`config.mk`:
```
export PLATFORM = sky130hd
export DESIGN_NAME = adc_ladder_key_decoder
export DESIGN_NICKNAME = d
export VERILOG_FILES = /design/src/sv/alkd_pkg.sv /design/src/sv/alkd_accum.sv /design/src/sv/alkd_divide.sv /design/src/sv/alkd_match.sv /design/src/sv/adc_ladder_key_decoder.sv
export SDC_FILE = /design/constraint.sdc
export NUM_CORES = 1
export LEC_CHECK = 0
export BUFFER_PORTS_ARGS = -buffer_cell sky130_fd_sc_hd__buf_2
export CORE_UTILIZATION = 40
export DETAILED_ROUTE_END_ITERATION = 12
export PLACE_DENSITY = 0.64
export RECOVER_POWER = 100
export SKIP_CTS_REPAIR_TIMING = 1
export SLEW_MARGIN = 20
export SYNTH_ARGS = -nofsm -noshare
export SYNTH_HDL_FRONTEND = slang
export SYNTH_HIERARCHICAL = 1
export SYNTH_SLANG_ARGS = --single-unit
```
`constraint.sdc`:
```
create_clock -name aclk -period 5.8 [get_ports aclk]
set_clock_uncertainty 0.05 [all_clocks]
set_input_delay 1.16 -clock aclk [delete_from_list [all_inputs] [get_ports aclk]]
set_output_delay 1.16 -clock aclk [all_outputs]
set_load 0.005 [all_outputs]
```
`src/sv/alkd_pkg.sv`:
```
// Shared types, widths and register codes for the ADC ladder key decoder.
// No dependencies; every other file of the block imports this package.
package alkd_pkg;

    localparam int SAMPLE_W        = 12;
    localparam int MAX_KEYS        = 4;
    localparam int KEY_W           = 2;
    localparam int CFG_IDX_W       = 3;
    localparam int AVG_SAMPLES_DEF = 10;
    localparam int NUM_KEYS_DEF    = 4;

    typedef logic [SAMPLE_W-1:0] sample_t;
    typedef logic [MAX_KEYS-1:0] key_mask_t;
    typedef logic [KEY_W-1:0]    key_idx_t;
    typedef sample_t [MAX_KEYS-1:0] key_upper_t;

    // Register indexes on the configuration port
    localparam logic [CFG_IDX_W-1:0] REG_NO_KEY_LEVEL = 3'd0;
    localparam logic [CFG_IDX_W-1:0] REG_KEY0_UPPER   = 3'd1;
    localparam logic [CFG_IDX_W-1:0] REG_KEY1_UPPER   = 3'd2;
    localparam logic [CFG_IDX_W-1:0] REG_KEY2_UPPER   = 3'd3;
    localparam logic [CFG_IDX_W-1:0] REG_KEY3_UPPER   = 3'd4;

    // Reset values of the registers
    localparam sample_t NO_KEY_LEVEL_RST = 12'd300;
    localparam sample_t KEY0_UPPER_RST   = 12'd33;
    localparam sample_t KEY1_UPPER_RST   = 12'd111;
    localparam sample_t KEY2_UPPER_RST   = 12'd206;
    localparam sample_t KEY3_UPPER_RST   = 12'd280;

    // Event passed down the pipe: release, or a finished average block
    typedef struct packed {
        logic valid;
        logic release_ev;
    } ev_ctrl_t;

endpackage

```
`src/sv/alkd_accum.sv`:
```
// Input register and running-sum accumulator of the ADC ladder key decoder.
// Depends on alkd_pkg; emits release and block-sum events.
module alkd_accum
    import alkd_pkg::*;
#(
    parameter int AVG_SAMPLES = AVG_SAMPLES_DEF,
    parameter int SUM_W       = SAMPLE_W + $clog2(AVG_SAMPLES)
) (
    input  logic             aclk,
    input  logic             aresetn,
    input  logic             s_valid,
    output logic             s_ready,
    input  sample_t          s_sample,
    input  sample_t          no_key_level,
    output ev_ctrl_t         ev_out,
    output logic [SUM_W-1:0] ev_sum,
    input  logic             ev_ready
);

    localparam int CNT_W = $clog2(AVG_SAMPLES);
    localparam logic [CNT_W-1:0] CNT_LAST = CNT_W'(AVG_SAMPLES - 1);

    logic             in_valid_reg, in_valid_next;
    sample_t          in_sample_reg;
    logic [SUM_W-1:0] sum_reg, sum_next, sum_add;
    logic [CNT_W-1:0] count_reg, count_next;
    logic             ev_valid_reg, ev_valid_next;
    logic             ev_release_reg, ev_release_next;
    logic [SUM_W-1:0] ev_sum_reg, ev_sum_next;
    logic             consume, above, emit;

    assign consume = in_valid_reg && (!ev_valid_reg || ev_ready);
    assign s_ready = !in_valid_reg || consume;
    assign above   = in_sample_reg > no_key_level;
    assign sum_add = sum_reg + SUM_W'(in_sample_reg);

    always_comb begin
        in_valid_next   = in_valid_reg;
        sum_next        = sum_reg;
        count_next      = count_reg;
        emit            = 1'b0;
        ev_release_next = ev_release_reg;
        ev_sum_next     = ev_sum_reg;
        if (consume) begin
            in_valid_next = 1'b0;
        end
        if (s_valid && s_ready) begin
            in_valid_next = 1'b1;
        end
        if (consume) begin
            if (above) begin
                sum_next        = '0;
                count_next      = '0;
                emit            = 1'b1;
                ev_release_next = 1'b1;
            end else if (count_reg == CNT_LAST) begin
                sum_next        = '0;
                count_next      = '0;
                emit            = 1'b1;
                ev_release_next = 1'b0;
                ev_sum_next     = sum_add;
            end else begin
                sum_next   = sum_add;
                count_next = count_reg + 1'b1;
            end
        end
        ev_valid_next = consume ? emit : (ev_valid_reg && !ev_ready);
    end

    always_ff @(posedge aclk) begin
        if (!aresetn) begin
            in_valid_reg <= 1'b0;
            sum_reg      <= '0;
            count_reg    <= '0;
            ev_valid_reg <= 1'b0;
        end else begin
            in_valid_reg <= in_valid_next;
            sum_reg      <= sum_next;
            count_reg    <= count_next;
            ev_valid_reg <= ev_valid_next;
        end
    end

    always_ff @(posedge aclk) begin
        if (s_valid && s_ready) begin
            in_sample_reg <= s_sample;
        end
        ev_release_reg <= ev_release_next;
        ev_sum_reg     <= ev_sum_next;
    end

    assign ev_out.valid      = ev_valid_reg;
    assign ev_out.release_ev = ev_release_reg;
    assign ev_sum            = ev_sum_reg;

    a_count_range: assert property (@(posedge aclk) disable iff (!aresetn)
        count_reg <= CNT_LAST)
        else $error("sample count past block length");

    a_release_restarts: assert property (@(posedge aclk) disable iff (!aresetn)
        (consume && above) |=> (count_reg == '0 && sum_reg == '0))
        else $error("release did not restart the block");

endmodule

```
`src/sv/alkd_divide.sv`:
```
// Block-average stage: divides the block sum by the block length with an exact
// reciprocal multiply. Depends on alkd_pkg.
module alkd_divide
    import alkd_pkg::*;
#(
    parameter int AVG_SAMPLES = AVG_SAMPLES_DEF,
    parameter int SUM_W       = SAMPLE_W + $clog2(AVG_SAMPLES)
) (
    input  logic             aclk,
    input  logic             aresetn,
    input  ev_ctrl_t         ev_in,
    input  logic [SUM_W-1:0] ev_sum,
    output logic             ev_ready,
    output ev_ctrl_t         q_out,
    output sample_t          q_avg,
    input  logic             q_ready
);

    // Exact for any sum below 2**SUM_W: m = ceil(2**(SUM_W+l) / d), l = ceil(log2 d)
    localparam int SHIFT   = SUM_W + $clog2(AVG_SAMPLES);
    localparam int RECIP_W = SUM_W + 1;
    localparam int PROD_W  = SUM_W + RECIP_W;
    localparam logic [63:0] RECIP_FULL =
        ((64'd1 << SHIFT) + 64'(AVG_SAMPLES) - 64'd1) / 64'(AVG_SAMPLES);
    localparam logic [RECIP_W-1:0] RECIP = RECIP_FULL[RECIP_W-1:0];

    logic [PROD_W-1:0] prod;
    logic              fire;
    logic              q_valid_reg, q_valid_next;
    logic              q_release_reg;
    sample_t           q_avg_reg;

    assign prod     = PROD_W'(ev_sum) * PROD_W'(RECIP);
    assign ev_ready = !q_valid_reg || q_ready;
    assign fire     = ev_in.valid && ev_ready;

    always_comb begin
        q_valid_next = fire ? 1'b1 : (q_valid_reg && !q_ready);
    end

    always_ff @(posedge aclk) begin
        if (!aresetn) begin
            q_valid_reg <= 1'b0;
        end else begin
            q_valid_reg <= q_valid_next;
        end
    end

    always_ff @(posedge aclk) begin
        if (fire) begin
            q_release_reg <= ev_in.release_ev;
            q_avg_reg     <= prod[SHIFT +: SAMPLE_W];
        end
    end

    assign q_out.valid      = q_valid_reg;
    assign q_out.release_ev = q_release_reg;
    assign q_avg            = q_avg_reg;

endmodule

```
`src/sv/alkd_match.sv`:
```
// Window match, pressed-flag latch and result register of the key decoder.
// Depends on alkd_pkg; consumes release and average events.
module alkd_match
    import alkd_pkg::*;
#(
    parameter int NUM_KEYS = NUM_KEYS_DEF
) (
    input  logic       aclk,
    input  logic       aresetn,
    input  ev_ctrl_t   q_in,
    input  sample_t    q_avg,
    output logic       q_ready,
    input  key_upper_t key_upper,
    output logic       m_valid,
    input  logic       m_ready,
    output key_idx_t   m_key_index,
    output key_mask_t  m_pressed_mask
);

    localparam key_mask_t KEY_EN = MAX_KEYS'((1 << NUM_KEYS) - 1);

    sample_t   last_avg_reg, last_avg_next;
    logic      avg_valid_reg, avg_valid_next;
    key_mask_t flags_reg, flags_next;
    logic      m_valid_reg, m_valid_next;
    key_idx_t  key_reg, key_next;
    key_mask_t mask_reg, mask_next;
    logic      fire, hit;
    key_idx_t  hit_idx;
    logic [SAMPLE_W:0] lower;

    assign q_ready = !m_valid_reg || m_ready;
    assign fire    = q_in.valid && q_ready;

    // First key whose window [lower, upper] holds the average
    always_comb begin
        hit     = 1'b0;
        hit_idx = '0;
        lower   = '0;
        for (int i = 0; i < MAX_KEYS; i++) begin
            if (KEY_EN[i] && !hit && ({1'b0, q_avg} >= lower)
                    && (q_avg <= key_upper[i])) begin
                hit     = 1'b1;
                hit_idx = KEY_W'(i);
            end
            lower = {1'b0, key_upper[i]} + 1'b1;
        end
    end

    always_comb begin
        last_avg_next  = last_avg_reg;
        avg_valid_next = avg_valid_reg;
        flags_next     = flags_reg;
        key_next       = key_reg;
        mask_next      = mask_reg;
        m_valid_next   = m_valid_reg && !m_ready;
        if (fire) begin
            m_valid_next = 1'b0;
            if (q_in.release_ev) begin
                if (avg_valid_reg) begin
                    flags_next     = '0;
                    avg_valid_next = 1'b0;
                end
            end else if (!(avg_valid_reg && q_avg == last_avg_reg)) begin
                last_avg_next  = q_avg;
                avg_valid_next = 1'b1;
                if (hit && !flags_reg[hit_idx]) begin
                    flags_next          = flags_reg;
                    flags_next[hit_idx] = 1'b1;
                    key_next            = hit_idx;
                    mask_next           = flags_next;
                    m_valid_next        = 1'b1;
                end
            end
        end
    end

    always_ff @(posedge aclk) begin
        if (!aresetn) begin
            last_avg_reg  <= '0;
            avg_valid_reg <= 1'b0;
            flags_reg     <= '0;
            m_valid_reg   <= 1'b0;
        end else begin
            last_avg_reg  <= last_avg_next;
            avg_valid_reg <= avg_valid_next;
            flags_reg     <= flags_next;
            m_valid_reg   <= m_valid_next;
        end
    end

    always_ff @(posedge aclk) begin
        key_reg  <= key_next;
        mask_reg <= mask_next;
    end

    assign m_valid        = m_valid_reg;
    assign m_key_index    = key_reg;
    assign m_pressed_mask = mask_reg;

    a_flags_in_range: assert property (@(posedge aclk) disable iff (!aresetn)
        (flags_reg & ~KEY_EN) == '0)
        else $error("flag set for a key outside the ladder");

    a_result_has_key: assert property (@(posedge aclk) disable iff (!aresetn)
        m_valid_reg |-> mask_reg[key_reg])
        else $error("reported key not in its pressed mask");

    a_release_clears: assert property (@(posedge aclk) disable iff (!aresetn)
        (fire && q_in.release_ev && avg_valid_reg) |=>
            (flags_reg == '0 && !avg_valid_reg))
        else $error("release after an average left flags set");

endmodule

```
`src/sv/adc_ladder_key_decoder.sv`:
```
// Top level of the ADC ladder key decoder: configuration registers and the
// accumulate / divide / match pipeline. Depends on alkd_pkg and alkd_* modules.
//
// Usage:
//  - s_ channel: one 12-bit ADC reading of the key ladder per beat
//    (s_valid / s_ready). A reading above no_key_level is a release: it
//    restarts the averaging block and, if an average was taken since the
//    last release, clears all pressed flags.
//  - Other readings are summed; every AVG_SAMPLES of them the truncated
//    average is matched against the key windows. A key newly latched gives
//    one m_ beat (m_key_index, m_pressed_mask); most readings give none.
//  - Throughput: one reading per cycle, sustained while m_ready stays high.
//  - Path: the reading that completes a block reaches m_ as a result beat
//    through the input register, block-sum register, average register and
//    match/result register, in that order.
//  - Stall: when m_ready is low the result register holds; the input,
//    block-sum and average registers in front still take beats, and s_ready
//    drops only once the pipe has filled up behind the waiting result.
//  - Reset (aresetn low, synchronous): pipe empties, sum, count, last average
//    and pressed flags clear, registers return to their default windows.
//  - cfg_we / cfg_index / cfg_data write one register per cycle; index 0 is
//    no_key_level, 1..4 key0..key3 upper bounds, other indexes are ignored.
//    Write only while the pipe is idle.
module adc_ladder_key_decoder
    import alkd_pkg::*;
#(
    parameter int AVG_SAMPLES = AVG_SAMPLES_DEF,
    parameter int NUM_KEYS    = NUM_KEYS_DEF
) (
    input  logic                 aclk,
    input  logic                 aresetn,
    input  logic                 s_valid,
    output logic                 s_ready,
    input  sample_t              s_sample,
    output logic                 m_valid,
    input  logic                 m_ready,
    output key_idx_t             m_key_index,
    output key_mask_t            m_pressed_mask,
    input  logic                 cfg_we,
    input  logic [CFG_IDX_W-1:0] cfg_index,
    input  sample_t              cfg_data
);

    // Block sum width: a full block of maximum readings never wraps
    localparam int SUM_W = SAMPLE_W + $clog2(AVG_SAMPLES);

    sample_t    no_key_level_reg;
    key_upper_t key_upper_reg;

    ev_ctrl_t         ev;
    logic [SUM_W-1:0] ev_sum;
    logic             ev_ready;
    ev_ctrl_t         q;
    sample_t          q_avg;
    logic             q_ready;

    // Configuration registers
    always_ff @(posedge aclk) begin
        if (!aresetn) begin
            no_key_level_reg <= NO_KEY_LEVEL_RST;
            key_upper_reg[0] <= KEY0_UPPER_RST;
            key_upper_reg[1] <= KEY1_UPPER_RST;
            key_upper_reg[2] <= KEY2_UPPER_RST;
            key_upper_reg[3] <= KEY3_UPPER_RST;
        end else if (cfg_we) begin
            case (cfg_index)
                REG_NO_KEY_LEVEL: no_key_level_reg <= cfg_data;
                REG_KEY0_UPPER:   key_upper_reg[0] <= cfg_data;
                REG_KEY1_UPPER:   key_upper_reg[1] <= cfg_data;
                REG_KEY2_UPPER:   key_upper_reg[2] <= cfg_data;
                REG_KEY3_UPPER:   key_upper_reg[3] <= cfg_data;
                default: ;
            endcase
        end
    end

    // Stage 1: input register, running sum, release detect
    alkd_accum #(
        .AVG_SAMPLES (AVG_SAMPLES),
        .SUM_W       (SUM_W)
    ) u_accum (
        .aclk         (aclk),
        .aresetn      (aresetn),
        .s_valid      (s_valid),
        .s_ready      (s_ready),
        .s_sample     (s_sample),
        .no_key_level (no_key_level_reg),
        .ev_out       (ev),
        .ev_sum       (ev_sum),
        .ev_ready     (ev_ready)
    );

    // Stage 2: block average by reciprocal multiply
    alkd_divide #(
        .AVG_SAMPLES (AVG_SAMPLES),
        .SUM_W       (SUM_W)
    ) u_divide (
        .aclk     (aclk),
        .aresetn  (aresetn),
        .ev_in    (ev),
        .ev_sum   (ev_sum),
        .ev_ready (ev_ready),
        .q_out    (q),
        .q_avg    (q_avg),
        .q_ready  (q_ready)
    );

    // Stage 3: window match, flag latch, result register
    alkd_match #(
        .NUM_KEYS (NUM_KEYS)
    ) u_match (
        .aclk           (aclk),
        .aresetn        (aresetn),
        .q_in           (q),
        .q_avg          (q_avg),
        .q_ready        (q_ready),
        .key_upper      (key_upper_reg),
        .m_valid        (m_valid),
        .m_ready        (m_ready),
        .m_key_index    (m_key_index),
        .m_pressed_mask (m_pressed_mask)
    );

endmodule
```
# Word-level counts from Yosys, hierarchy flattened
# Cells that the tools add are included.
# totals
ff_bits	149
out_inout_bits	8
word_cells	127
# op_classes
addsub	5
mul	1
magnitude_cmp	10
eq_ne	8
n_mux	32
n_bitwise	4
n_reduce_logical	46
# op_table
cell	n
$le 12x12->1	4
$add 12x1->13 const B	3
$ge 12x13->1	3
$mux 16	2
$mul 16x16->31 const B	1
$mux 4	6
$mux 1	20
$add 16x12->16	1
$logic_and 1x1->1	16
$reduce_and 2->1	7
$eq 12x12->1	1
$gt 12x12->1	1
$logic_not 1->1	11
$reduce_and 4->1	2
$eq 3x2->1 const B	2
$reduce_and 3->1	2
$reduce_bool 2->1	3
$add 4x1->4 const B	1
$eq 4x4->1 const B	1
$logic_or 1x1->1	4
$mux 2	2
$or 4x4->4	1
$eq 3x1->1 const B	1
$eq 3x3->1 const B	1
other kinds (8)	10

# Depth between registers and ports, before layout
# depth
word_depth	22
depth_mapped	21

# Hierarchy
# Netlist, hierarchy kept.
# modules_own_cells
mod	instances	cells_per_inst	area_per_inst_um2	seq_area_each_um2
alkd_divide	1	479	4853.4	410.4
alkd_match	1	446	3727.3	540.5
alkd_accum	1	266	2837.7	1311.3
adc_ladder_key_decoder	1	225	2338.5	1201.2

# Worst setup path after synthesis
# OpenSTA, ideal clock, no wires.
# synth_path
kind	register -> register
startpoint	register u_accum.ev_sum_reg[6] (netlist: u_accum/ev_sum[6])
endpoint	register u_divide.q_avg_reg[11] (netlist: u_divide/q_avg[11]) (data pin)
setup_ps	264
arrival_ps	5223
required_ps	5486
slack_ps	263
path_stages_with_launch	19
synth_period_minus_slack_ps	5537
path_cell_list	edfxtp_1 -> ha_1 -> inv_1 -> fa_1 -> inv_1 -> fa_1 -> fa_1 -> fa_1 -> inv_1 -> fa_1 -> inv_1 -> ha_1 -> a21o_1 -> o311ai_2 -> a31o_1 -> and3_4 -> o211ai_4 -> a2111oi_4 -> nor3_1
# synth_via
elab_chain_len	1
# synth_lines
item	line_no	source
from (decl)	alkd_accum.sv:29	logic [SUM_W-1:0] ev_sum_reg, ev_sum_next;
from (signal assigned)	alkd_accum.sv:89	ev_sum_reg <= ev_sum_next;
$mul 16x16->31	alkd_divide.sv:33	assign prod = PROD_W'(ev_sum) * PROD_W'(RECIP);
named net u_divide.prod[31]	alkd_divide.sv:27	logic [PROD_W-1:0] prod;
to (signal assigned)	alkd_divide.sv:52	q_avg_reg <= prod[SHIFT +: SAMPLE_W];
to (decl)	alkd_divide.sv:31	sample_t q_avg_reg;
# The timed path passes the listed nets, and every way through them passes these cells.
# A chain may end at the register's enable or synchronous reset.

# Worst setup path after layout
# layout_path
startpoint	register u_accum.ev_sum_reg[11] (netlist: u_accum/ev_sum[11])
endpoint	register u_divide.q_avg_reg[11] (netlist: u_divide/q_avg[11]) (data pin)
# Same word-level chain as after synthesis.

==> reports/metrics.yaml <==
yosysUniqueCellTypes: 98
yosys.area_share.simple_pct: 12.9
critPathLaunchType: "flip-flop"
r2r_slack_ps: 240
antenna_found_initial: 0
synth_top_area_cell: "ha_1"
drt_iter0_drc: 458
synth_fa_ha_area_share_pct: 33.3
power_density_nw_per_um2: 166
hold_class: "reg2reg"
drtPass1Iterations: 5
layout_common_cells: "inv_1 (250), ha_1 (233), nand2_1 (101), dfxtp_1 (101), fa_1 (80)"
clockBufferDepth: 2
dieArea_sq_um: 35100
synth-compound-area-share_pct: 10.5
synth_edf_count: 48
violations: "max-capacitance violations, max-slew violations"
nFillCells: 3252
grt_use_total_pct: 18.5
met2_wirelength_mm: 14.2
ios: 40
slowest_delay_ps: 550
synthMuxAreaShare_pct: 5.24
slew_violations: 104
synth_cells: 1416
worstPathArrival_ps: 5690
syn-cell-area_sq_um: 13800
cap_violations: 3
status: "finished with violations"
holdPathEnd: "u_accum/sum_reg[7]"
endpoint_kind: "flip-flop"
rr_startpoint: "u_accum/ev_sum[11]"
num_antenna_cells: 0
drt_wl_total_mm: 31.3
crit_chain: "ha_1 -> ha_1 -> inv_1 -> fa_1 -> inv_1 -> fa_1 -> fa_1 -> inv_1 -> fa_1 -> inv_1 -> ha_1 -> a211oi_2 -> nor2_1 -> o311ai_2 -> a31o_1 -> and3_4 -> o211ai_4 -> a2111oi_4 -> nor3_1"
tns_ps: 0
ant_nets: 0
slew-limit-headroom_pct: -89.3
r2r.worst_path.cells: 19
initial_core_util_pct: 40.8
place.gp.congestion: 0.913
final_common_cell: "inv_1"
syn-num-nets: 1766
synth_seq_cells: 149
drive_gt1_share_pct: 8.40
tightest_slew_ps: 2840
finalNonFillerCells: 1925
cp_max_fo: 5
min_period_over_period_pct: 95.8
synth_top_family_by_area: "adder cells"
p_leak_nw: 7.15
numCtsBuffers: 17
finalHoldViolCount: 0
layout_min_cycle_time_ps: 5560
fin_nets: 1814
hpwl_mm: 24.9
dp_cells: 1887
cts.sinks: 149
vdd_drop_max_mv: 0.267
synth_ff_type: "dfxtp_1"
synthXorXnorAreaFrac_pct: 4.77
syn_area_per_cell_sq_um: 9.72
wl_met1_mm: 15.3
fmax_mhz: 180
r2r-end: "u_divide/q_avg[11]"
grt_pass1_vias: 10085
area_growth_pct: 9.80
die_h_um: 187
finalSetupViolCount: 0
cp-startpoint: "u_accum/ev_sum[11]"
min_delay_path_depth: 2
fin_total_pwr_w: 0.00250
overflow: 0
cp_slowest_cell: "fa_1"
io_buffers: 39
core_sq_um: 33700
h-tree-depth: 4
grt_pass1_wl_mm: 51.5
largest_register_ffs: 48
routed.top_layer: "met4"
root_buffer: "clkbuf_16"
dr_total_vias: 9893
yosys.area.top_type_share_pct: 21.6
seq_area_frac_synth_pct: 25.2
rows: 67
cts_tree: "yes"
grt_max_degree: 70
drc_errors: 0
critical_path_class: "reg2reg"
netlist_top_cells_area: "ha_1 (22%), dfxtp_1 (15%), fa_1 (12%)"
ys_async_sr_fraction_pct: 0
required_ps: 5930
wl_per_cell_um: 16.3
met3_length_mm: 1.02
min-delay-start: "u_accum/sum_reg[7]"
post_drt_via_cell_ratio: 5.14
whs_ps: 409
cts.clk_slew.worst_paths_ps: 70
yosys_warnings: 6
dieWidth_um: 187
clk-insertion-delay-late_ps: 430
where the power goes:
part           internal (W)  total [W]  switching [W]
logic              0.000100   0.000250       0.000150
registers           0.00110    0.00113      0.0000315
clock network      0.000645    0.00112       0.000473
cell type report:
type / instances / area (sq um) / area share, %
clock buffers: 17 / 425 / 2.82
inverters: 250 / 938 / 6.21
clock inverters: 15 / 169 / 1.12
flip-flops and latches: 149 / 3460 / 22.9
well taps: 448 / 561 / 3.71
multi-input cells: 982 / 9180 / 60.8
repair buffers: 64 / 368 / 2.44
logic make-up (layout without fill, tap and decap cells):
family          count (synthesis)  count (layout)
mux                            72              72
flops                         149             149
fa+ha+maj                     318             318
buf+inv                       285             346
simple gates                  326             326
xor+xnor                       75              75
compound gates                191             191
cell usage after synthesis, drive strengths merged (6+ instances only):
library cell and count:
a211oi 9, a21o 15, a21oi 58, a41o 7
and2 8, and3 12, buf 14, clkbuf 20
dfxtp 101, edfxtp 48, fa 80, ha 238
inv 250, mux2i 72, nand2 101, nand2b 8
nand3 37, nand4 20, nand4b 6, nor2 31
nor2b 46, nor3 16, nor4 7, o211ai 8
o21a 8, o21ai 29, xnor2 51, xor2 24
critical path: cells and delay by family (launching register included):
| kind | cells | cell delay [ps] |
|---|---|---|
| adder cells (fa/ha/maj) | 7 | 2990 |
| AO/OA/AOI/OAI | 5 | 1180 |
| flip-flops | 1 | 500 |
| AND/OR/NAND/NOR | 3 | 400 |
| buffers and inverters | 4 | 190 |
how the worst max path moves through the flow:
| stage | endpoint | depth (start not counted) |
|---|---|---|
| 5_1_grt | u_divide/q_avg[11] | 21 |
| 2_1_floorplan | u_divide/q_avg[11] | 18 |
| 4_1_cts | u_divide/q_avg[11] | 18 |
| 3_5_place_dp | u_divide/q_avg[11] | 18 |
| 6_report | u_divide/q_avg[11] | 19 |
| 3_3_place_gp | u_divide/q_avg[11] | 18 |
stage by stage:
step | utilization, % | cell area, sq um | worst slack (ps)
2_1_floorplan | - | 13800 | 263
3_3_place_gp | 43.0 | 14500 | 88.1
3_5_place_dp | 43.0 | 14500 | 30.7
4_1_cts | 44.7 | 15100 | 15.2
5_1_grt | 44.8 | 15100 | -12.9
6_report | 44.8 | 15100 | 244
per-layer routing:
metal,track usage (%),up-vias
met5,0,-
met4,6.47,0
met3,2.65,50
met2,30.4,153
met1,24.9,4759
li1,-,4931
(Power assumes the default switching activity.)
